File: src/rtl/float_add_subtract_macros.svh
// assertion helpers for the adder block
`ifndef FLOAT_ADD_SUBTRACT_MACROS_SVH
`define FLOAT_ADD_SUBTRACT_MACROS_SVH

// same-cycle implication, sampled on clock, off during reset
`define FPAS_ASSERT_IMP(lbl, ante, cons, msg) \
   lbl: assert property (@(posedge clock) disable iff (reset) (ante) |-> (cons)) \
      else $error(msg);

// next-cycle implication, sampled on clock, off during reset
`define FPAS_ASSERT_NXT(lbl, ante, cons, msg) \
   lbl: assert property (@(posedge clock) disable iff (reset) (ante) |=> (cons)) \
      else $error(msg);

`endif

File: src/rtl/fpas_pkg.sv
`timescale 1ns / 1ps
`default_nettype none

package fpas_pkg;

   localparam int FRAC_W  = 23;
   localparam int GUARD_W = 40;
   localparam int SIG_W   = FRAC_W + 1;
   localparam int WIN_W   = SIG_W + GUARD_W;
   localparam int ACC_W   = WIN_W + 1;
   localparam int CNT_W   = $clog2(WIN_W + 1);
   localparam int EXP_W   = 8;
   localparam int BE_W    = EXP_W + 2;
   localparam int KEEP_W  = 5;
   localparam int EBITS_W = 4;
   localparam int CSR_W   = 5;

   localparam int EXP_BIAS = 127;
   localparam int EXP_MAX  = 127;
   localparam int EXP_MIN  = -126;

   // limits on the biased exponent
   localparam logic signed [BE_W-1:0] BE_HI_LIM = BE_W'(EXP_BIAS + EXP_MAX);
   localparam logic signed [BE_W-1:0] BE_LO_LIM = BE_W'(EXP_BIAS + EXP_MIN);

   typedef enum logic [1:0] {
      STAT_OK   = 2'd0,
      STAT_ZERO = 2'd1,
      STAT_OVF  = 2'd2,
      STAT_UNF  = 2'd3
   } stat_type;

   typedef enum logic [1:0] {
      ST_IDLE,
      ST_ALIGN,
      ST_NORM
   } state_type;

   typedef enum logic [2:0] {
      UOP_HOLD,
      UOP_LOAD,
      UOP_SHR,
      UOP_COMBINE,
      UOP_SHL
   } uop_type;

   typedef enum logic {
      CSR_FRAC_BITS = 1'b0,
      CSR_EXP_BITS  = 1'b1
   } csr_idx_type;

   typedef struct packed {
      logic cnt_zero;
      logic lead_one;
      logic acc_zero;
   } unit_flags_type;

endpackage

`default_nettype wire

File: src/rtl/fpas_unit.sv
`timescale 1ns / 1ps
`default_nettype none

module fpas_unit (
   input  wire logic                             clock,
   input  wire fpas_pkg::uop_type                op,
   input  wire logic                             ld_sub,
   input  wire logic [fpas_pkg::FRAC_W-1:0]      ld_frac_a,
   input  wire logic [fpas_pkg::EXP_W-1:0]       ld_exp_a,
   input  wire logic [fpas_pkg::FRAC_W-1:0]      ld_frac_b,
   input  wire logic [fpas_pkg::EXP_W-1:0]       ld_exp_b,
   output fpas_pkg::unit_flags_type              flags,
   output logic [fpas_pkg::FRAC_W-1:0]           acc_frac,
   output logic [fpas_pkg::CNT_W-1:0]            norm_cnt,
   output logic [fpas_pkg::EXP_W-1:0]            emax,
   output logic                                  sign
);

   // acc holds the operand being aligned, then the sum being normalized
   logic [fpas_pkg::ACC_W-1:0] acc_ff, acc_in;
   logic [fpas_pkg::WIN_W-1:0] big_ff, big_in;
   logic [fpas_pkg::CNT_W-1:0] cnt_ff, cnt_in;
   logic [fpas_pkg::EXP_W-1:0] emax_ff, emax_in;
   logic                       swap_ff, swap_in;
   logic                       sub_ff, sub_in;
   logic                       sign_ff, sign_in;

   logic [fpas_pkg::WIN_W-1:0] a_win, b_win, a_v, b_v, dif;
   logic [fpas_pkg::ACC_W-1:0] sum;
   logic [fpas_pkg::EXP_W-1:0] ediff;
   logic                       a_ge_b_exp, ge;

   always_comb begin
      a_win      = {1'b1, ld_frac_a, fpas_pkg::GUARD_W'(0)};
      b_win      = {1'b1, ld_frac_b, fpas_pkg::GUARD_W'(0)};
      a_ge_b_exp = ld_exp_a >= ld_exp_b;
      ediff      = a_ge_b_exp ? ld_exp_a - ld_exp_b : ld_exp_b - ld_exp_a;

      a_v = swap_ff ? acc_ff[fpas_pkg::WIN_W-1:0] : big_ff;
      b_v = swap_ff ? big_ff : acc_ff[fpas_pkg::WIN_W-1:0];
      sum = {1'b0, a_v} + {1'b0, b_v};
      ge  = a_v >= b_v;
      dif = ge ? a_v - b_v : b_v - a_v;

      acc_in  = acc_ff;
      big_in  = big_ff;
      cnt_in  = cnt_ff;
      emax_in = emax_ff;
      swap_in = swap_ff;
      sub_in  = sub_ff;
      sign_in = sign_ff;

      unique case (op)
         fpas_pkg::UOP_LOAD: begin
            sub_in  = ld_sub;
            sign_in = 1'b0;
            swap_in = !a_ge_b_exp;
            emax_in = a_ge_b_exp ? ld_exp_a : ld_exp_b;
            big_in  = a_ge_b_exp ? a_win : b_win;
            acc_in  = {1'b0, (a_ge_b_exp ? b_win : a_win)};
            // anything shifted past the window is simply zero
            if (int'(ediff) >= fpas_pkg::WIN_W) begin
               cnt_in = fpas_pkg::CNT_W'(fpas_pkg::WIN_W);
            end else begin
               cnt_in = fpas_pkg::CNT_W'(ediff);
            end
         end
         fpas_pkg::UOP_SHR: begin
            acc_in = acc_ff >> 1;
            cnt_in = cnt_ff - fpas_pkg::CNT_W'(1);
         end
         fpas_pkg::UOP_COMBINE: begin
            acc_in  = sub_ff ? {1'b0, dif} : sum;
            sign_in = sub_ff & !ge;
            cnt_in  = '0;
         end
         fpas_pkg::UOP_SHL: begin
            acc_in = acc_ff << 1;
            cnt_in = cnt_ff + fpas_pkg::CNT_W'(1);
         end
         default: begin
         end
      endcase
   end

   always_ff @(posedge clock) begin
      acc_ff  <= acc_in;
      big_ff  <= big_in;
      cnt_ff  <= cnt_in;
      emax_ff <= emax_in;
      swap_ff <= swap_in;
      sub_ff  <= sub_in;
      sign_ff <= sign_in;
   end

   assign flags.cnt_zero = cnt_ff == '0;
   assign flags.lead_one = acc_ff[fpas_pkg::ACC_W-1];
   assign flags.acc_zero = acc_ff == '0;
   assign acc_frac       = acc_ff[fpas_pkg::ACC_W-2 -: fpas_pkg::FRAC_W];
   assign norm_cnt       = cnt_ff;
   assign emax           = emax_ff;
   assign sign           = sign_ff;

endmodule

`default_nettype wire

File: src/rtl/float_add_subtract.sv
// after the load, ST_ALIGN shifts d times then combines; ST_NORM shifts n times, then
//   finish is registered into rsp_valid; d = min(|exp_a - exp_b|, 64), n = 0..64
// a shared one-bit shifter and add/subtract logic do the work; busy is high meanwhile
// a new item waits until the last is done: start is taken again in the strobe cycle
// reset clears the sequencer and strobe, and sets the field widths to 23 and 8
// rsp_valid is not held: it is high for exactly one cycle
`timescale 1ns / 1ps
`default_nettype none

`include "float_add_subtract_macros.svh"

module float_add_subtract (
   input  wire logic                            clock,
   input  wire logic                            reset,
   input  wire logic                            start,
   output logic                                 busy,
   input  wire logic                            req_type,
   input  wire logic [fpas_pkg::FRAC_W-1:0]     req_frac_a,
   input  wire logic [fpas_pkg::EXP_W-1:0]      req_exp_a,
   input  wire logic [fpas_pkg::FRAC_W-1:0]     req_frac_b,
   input  wire logic [fpas_pkg::EXP_W-1:0]      req_exp_b,
   output logic                                 rsp_valid,
   output logic [1:0]                           rsp_status,
   output logic                                 rsp_sign_out,
   output logic [fpas_pkg::EXP_W-1:0]           rsp_exp_out,
   output logic [fpas_pkg::FRAC_W-1:0]          rsp_frac_out,
   input  wire logic                            csr_valid,
   output logic                                 csr_ready,
   input  wire logic                            csr_index,
   input  wire logic [fpas_pkg::CSR_W-1:0]      csr_wdata
);

   fpas_pkg::state_type              state_ff, state_in;
   fpas_pkg::uop_type                op;
   fpas_pkg::unit_flags_type         flags;
   logic                             finish;

   logic [fpas_pkg::KEEP_W-1:0]      keep_ff, keep_in;
   logic [fpas_pkg::EBITS_W-1:0]     ebits_ff, ebits_in;

   logic                             rsp_valid_ff, rsp_valid_in;
   fpas_pkg::stat_type               rsp_status_ff, rsp_status_in;
   logic                             rsp_sign_ff, rsp_sign_in;
   logic [fpas_pkg::EXP_W-1:0]       rsp_exp_ff, rsp_exp_in;
   logic [fpas_pkg::FRAC_W-1:0]      rsp_frac_ff, rsp_frac_in;

   logic [fpas_pkg::FRAC_W-1:0]      acc_frac, fmask;
   logic [fpas_pkg::CNT_W-1:0]       norm_cnt;
   logic [fpas_pkg::EXP_W-1:0]       emax, emask;
   logic                             sign;
   logic signed [fpas_pkg::BE_W-1:0] be;

   fpas_unit u_unit (
      .clock     (clock),
      .op        (op),
      .ld_sub    (req_type),
      .ld_frac_a (req_frac_a),
      .ld_exp_a  (req_exp_a),
      .ld_frac_b (req_frac_b),
      .ld_exp_b  (req_exp_b),
      .flags     (flags),
      .acc_frac  (acc_frac),
      .norm_cnt  (norm_cnt),
      .emax      (emax),
      .sign      (sign)
   );

   // sequencer
   always_comb begin
      state_in = state_ff;
      op       = fpas_pkg::UOP_HOLD;
      finish   = 1'b0;
      unique case (state_ff)
         fpas_pkg::ST_IDLE: begin
            if (start) begin
               op       = fpas_pkg::UOP_LOAD;
               state_in = fpas_pkg::ST_ALIGN;
            end
         end
         fpas_pkg::ST_ALIGN: begin
            if (flags.cnt_zero) begin
               op       = fpas_pkg::UOP_COMBINE;
               state_in = fpas_pkg::ST_NORM;
            end else begin
               op = fpas_pkg::UOP_SHR;
            end
         end
         fpas_pkg::ST_NORM: begin
            if (flags.acc_zero || flags.lead_one) begin
               finish   = 1'b1;
               state_in = fpas_pkg::ST_IDLE;
            end else begin
               op = fpas_pkg::UOP_SHL;
            end
         end
         default: begin
            state_in = fpas_pkg::ST_IDLE;
         end
      endcase
   end

   always_ff @(posedge clock) begin
      if (reset) begin
         state_ff <= fpas_pkg::ST_IDLE;
      end else begin
         state_ff <= state_in;
      end
   end

   // configuration registers
   always_comb begin
      keep_in  = keep_ff;
      ebits_in = ebits_ff;
      if (csr_valid && csr_ready) begin
         unique case (fpas_pkg::csr_idx_type'(csr_index))
            fpas_pkg::CSR_FRAC_BITS: keep_in  = csr_wdata;
            fpas_pkg::CSR_EXP_BITS:  ebits_in = csr_wdata[fpas_pkg::EBITS_W-1:0];
            default: begin
            end
         endcase
      end
   end

   always_ff @(posedge clock) begin
      if (reset) begin
         keep_ff  <= fpas_pkg::KEEP_W'(fpas_pkg::FRAC_W);
         ebits_ff <= fpas_pkg::EBITS_W'(fpas_pkg::EXP_W);
      end else begin
         keep_ff  <= keep_in;
         ebits_ff <= ebits_in;
      end
   end

   // result formatting; the leading one sits at the top of acc
   always_comb begin
      fmask = ~({fpas_pkg::FRAC_W{1'b1}} >> keep_ff);
      emask = ~({fpas_pkg::EXP_W{1'b1}} << ebits_ff);
      be    = fpas_pkg::BE_W'(emax) + fpas_pkg::BE_W'(1) - fpas_pkg::BE_W'(norm_cnt);

      rsp_valid_in  = finish;
      rsp_status_in = fpas_pkg::STAT_OK;
      rsp_sign_in   = sign;
      rsp_exp_in    = '0;
      rsp_frac_in   = '0;
      priority if (flags.acc_zero) begin
         rsp_status_in = fpas_pkg::STAT_ZERO;
         rsp_sign_in   = 1'b0;
      end else if (be > fpas_pkg::BE_HI_LIM) begin
         rsp_status_in = fpas_pkg::STAT_OVF;
      end else if (be < fpas_pkg::BE_LO_LIM) begin
         rsp_status_in = fpas_pkg::STAT_UNF;
      end else begin
         rsp_exp_in  = be[fpas_pkg::EXP_W-1:0] & emask;
         rsp_frac_in = acc_frac & fmask;
      end
   end

   always_ff @(posedge clock) begin
      if (reset) begin
         rsp_valid_ff <= 1'b0;
      end else begin
         rsp_valid_ff <= rsp_valid_in;
      end
   end

   always_ff @(posedge clock) begin
      if (finish) begin
         rsp_status_ff <= rsp_status_in;
         rsp_sign_ff   <= rsp_sign_in;
         rsp_exp_ff    <= rsp_exp_in;
         rsp_frac_ff   <= rsp_frac_in;
      end
   end

   assign busy         = state_ff != fpas_pkg::ST_IDLE;
   assign csr_ready    = 1'b1;
   assign rsp_valid    = rsp_valid_ff;
   assign rsp_status   = rsp_status_ff;
   assign rsp_sign_out = rsp_sign_ff;
   assign rsp_exp_out  = rsp_exp_ff;
   assign rsp_frac_out = rsp_frac_ff;

   `FPAS_ASSERT_NXT(a_accept_busy, start && !busy, busy, "accepted beat did not raise busy")
   `FPAS_ASSERT_IMP(a_rsp_idle, rsp_valid_ff, !busy, "result beat while still busy")
   `FPAS_ASSERT_IMP(a_align_top, state_ff == fpas_pkg::ST_ALIGN, !flags.lead_one, "align overflowed")

endmodule

`default_nettype wire

File: config.mk
export PLATFORM = sky130hd
export DESIGN_NAME = float_add_subtract
export DESIGN_NICKNAME = d
export VERILOG_FILES = /design/src/rtl/fpas_pkg.sv /design/src/rtl/fpas_unit.sv /design/src/rtl/float_add_subtract.sv
export VERILOG_INCLUDE_DIRS = /design/src /design/src/rtl
export SDC_FILE = /design/constraint.sdc
export NUM_CORES = 1
export LEC_CHECK = 0
export BUFFER_PORTS_ARGS = -buffer_cell sky130_fd_sc_hd__buf_2
export CAP_MARGIN = 20
export CORE_MARGIN = 2
export CORE_UTILIZATION = 68
export DETAILED_ROUTE_END_ITERATION = 8
export PLACE_DENSITY = 0.88
export REMOVE_ABC_BUFFERS = 1
export SLEW_MARGIN = 20
export SYNTH_ARGS = -nofsm -noshare
export SYNTH_HDL_FRONTEND = slang
export SYNTH_SLANG_ARGS = --single-unit
File: constraint.sdc
create_clock -name clock -period 11 [get_ports clock]
set_clock_uncertainty 0.2 [all_clocks]
set_input_delay 1.65 -clock clock [delete_from_list [all_inputs] [get_ports clock]]
set_output_delay 1.65 -clock clock [all_outputs]
set_load 0.03 [all_outputs]
==> results.md <==
* Post-DR vias/cell at 7.02
* Max-cap viol count at 0
* PwrDens at ~160 nW/um^2
* Critical Path, Cell by Cell: buf_12 -> mux2i_1 -> inv_1 -> ha_1 -> nand4_1 -> or4_1 -> or4_1 -> o21ai_2 -> buf_4 -> a211oi_1 -> nor3_1 -> nor2_1 -> a2111oi_0 -> o21ai_1
* Fin area at 18800 sq um
* GR Util met3 at 9.54%
* Async set-reset flop share out of synthesis at 0%
* Period Utilization, post-route at 50.6%
* Pins over their slew limit at 0
* Clock buffer depth at 2
* Crit-path leading delay family: simple AND/OR/NAND/NOR gates
* Vias in the first global route at 17100
* Post-synth EDFFs at 140
* GR peak layer: met2
* Synth cell count leaders: nand2_1, inv_1, a21oi_1, ha_1, nor2_1
* Core footprint at 25300 sq um
* Synth Cell Area at 17600 sq um
* Die width at 165 um
* TritonCTS Buffers at 17
* Area contributors post-synth: edfxtp_1, ha_1, nand2_1, a21oi_1, o21ai_0
* Routed WL at 58300 um
* Post-route setup TNS at 0 ns
* Placed insts at 2578
* Status: finished, final reports clean
* NetSw at ~1.5 mW
* Post-route ant nets at 0
* CP most frequent cell: or4_1
* Wire per inst at 22.3 um
* Gpl congestion at 1.01
* Placed inst area at 18200 sq um
* Clk network pwr share at 20.4%
* Clk Latency, worst-skew pair at about 0.46 ns
* Endpoints failing hold at 0
* Most common cell in the netlist: nand2_1
* Die H at roughly 160 um
* Port bufs at 108
* Final Setup Violations at 0
* Number of remaining DRC errors at 0
* #FFs+latches synth at 152
* Worst Hold Class: flip-flop to flip-flop
* Layout cell share with drive strength beyond 1 at 8.46%
* Leak pwr at 8.05 nW
* Yosys top cell by area: edfxtp_1
* WP buf/inv at 3
* Routing usage on met1 at 55.7%
* H-tree depth at 4
* Initial DRC count at 2719
* Unrepaired setup endpoints after global routing: false
* Critical Path RT at 10.97 ns
* Seq pwr share at 27.7%
* Overflow after GRT at 0
* Hold_buf cts at 0
* Logic pwr share at between 50% and 60%
* Setup bufs post-CTS at 0
* Post-Layout Cell Count at 2610
* P_int at about 1.6 mW
* Syn_area_per_cell at a little under 8 sq um
* Crit start category: flip-flop
* Crit-path max cell delay at 0.63 ns
* Slew headroom at 27.2%
* CP endpoint kind: flip-flop
* Total Routing Usage GR at 42.4%
* Post-DP HPWL at 42100 um
* Synth cell types at 78
* Largest net degree at the start of global routing at ~140
* Most frequently used flop master after synthesis: edfxtp_1
* Met2 usage at 66.5%
* CTS root buf: clkbuf_16
* Antenna diodes at 0
* Slew @ Worst Pin at 1.09 ns
* Via count at between 15000 and 20000
* Final min period at 5.56 ns
* I/O pin count at 110
* Sequential area share after synthesis at 25.3%
* Crit Path Class: flip-flop to flip-flop
* Initial antenna violation count at 0
* Synthesis Warnings at 0
* Area Overhead vs Synth at 7.22%
* Rows at 58
* Post-CTS Resized at 0
* R2R Setup Slk at between 5 and 6 ns
* Share of the synthesized area in the top cell type at a little under a quarter
* Final Util at 74.6%
* Final nets at 2510
* Arr. time, crit path at ~5.5 ns
* Max VDD drop at 0.115 mV
* Drt first pass iters at 7
* CTS tree: built
* Clock-pin transition on the worst setup and hold timing paths at 0.08 ns
* Clk sinks at 152
* Synth Instances at 2255
* Crit path max fanout at 140
* Global-route wire length before repair at ~90000 um
* DIE AREA at 27200 sq um
* Net Sw Frac at 47.7%
* Maximum clock frequency at 0.180 GHz
* Initial core utilization at 69.6%
* Crit-path slowest cell: or4_1
power groups by stage:
| stage | Combinational [mW] | Sequential (mW) | Clock [mW] |
|---|---|---|---|
| 2_1_floorplan | 1.12 | 0.823 | 0 |
| 3_3_place_gp | 1.49 | 0.851 | 0 |
| 3_5_place_dp | 1.53 | 0.855 | 0 |
| 4_1_cts | 1.55 | 0.843 | 0.626 |
| 5_1_grt | 1.72 | 0.859 | 0.647 |
| 6_report | 1.60 | 0.852 | 0.630 |
cell type report:
class / instances / area (sq um)
clock buffers: 17 / 425
clock inverters: 15 / 184
fillers: 1903 / 6410
inverters: 188 / 706
multi-input cells: 1771 / 11900
flip-flops and latches: 152 / 4440
well taps: 330 / 413
repair buffers: 137 / 771
registers in the layout, indices dropped and copies added, names as in the netlist, 2 cells and up:
name             count
state_ff             2
rsp_frac_out        23
u_unit.acc_ff       65
u_unit.emax          8
keep_ff              5
u_unit.norm_cnt      7
u_unit.big_ff       23
ebits_ff             4
rsp_exp_out          8
rsp_status           2
cells in the final DEF, fill, tap and decap left out, drive strengths merged, types with 20 or more instances in the layout:
master / count
nor2b: 51
a222oi: 27
nand2: 277
and2: 51
edfxtp: 140
inv: 192
nor4: 22
nor3: 48
a21oi: 176
a211oi: 28
o211ai: 20
ha: 167
nand4: 22
xnor2: 68
mux2i: 59
a31oi: 29
o21a: 22
nand3: 47
nor2: 147
xor2: 40
o21bai: 25
o21ai: 151
buf: 137
a21o: 26
metrics by stage:
step	total power [mW]	hold WS, ns	setup slack (ns)
6_report	3.08	0.351	5.44
4_1_cts	3.01	0.337	5.59
5_1_grt	3.23	0.354	5.23
3_3_place_gp	2.35	0.303	5.82
3_5_place_dp	2.38	0.310	5.61
2_1_floorplan	1.94	0.269	2.45
worst min-delay path, stage by stage (launching register included):
cell and delay, ns:
dfxtp_1 0.36, nand2_1 0.08, a21oi_1 0.06
metal layers:
| metal | vias up | part of all wire [%] | routed length (um) |
|---|---|---|---|
| li1 | 8221 | - | - |
| met1 | 8552 | 39 | 22700 |
| met2 | 1315 | 44 | 25900 |
| met3 | 226 | 12 | 7150 |
| met4 | 0 | 4.4 | 2570 |
| met5 | - | 0 | 0 |
path summary, 6_finish.rpt:
path / to / cells after the start / from
setup / recovery: u_unit.acc_ff[62] / 14 / u_unit.swap_ff
setup reg to reg: u_unit.acc_ff[62] / 14 / u_unit.swap_ff
hold / removal: ebits_ff[0] / 2 / ebits_ff[0]
hold reg to reg: ebits_ff[0] / 2 / ebits_ff[0]
cell families (layout without fill, tap and decap cells):
logic type | count (synthesis) | after routing | share of synthesized area (%)
fa+ha+maj | 170 | 170 | 12.2
other cells | 1 | 1 | 0.0213
mux | 61 | 61 | 3.49
xor+xnor | 108 | 108 | 5.42
flops | 152 | 152 | 25.3
buf+inv | 332 | 357 | 7.26
simple gates | 755 | 755 | 20.7
compound gates | 676 | 676 | 25.6
(Power assumes the default switching activity.)
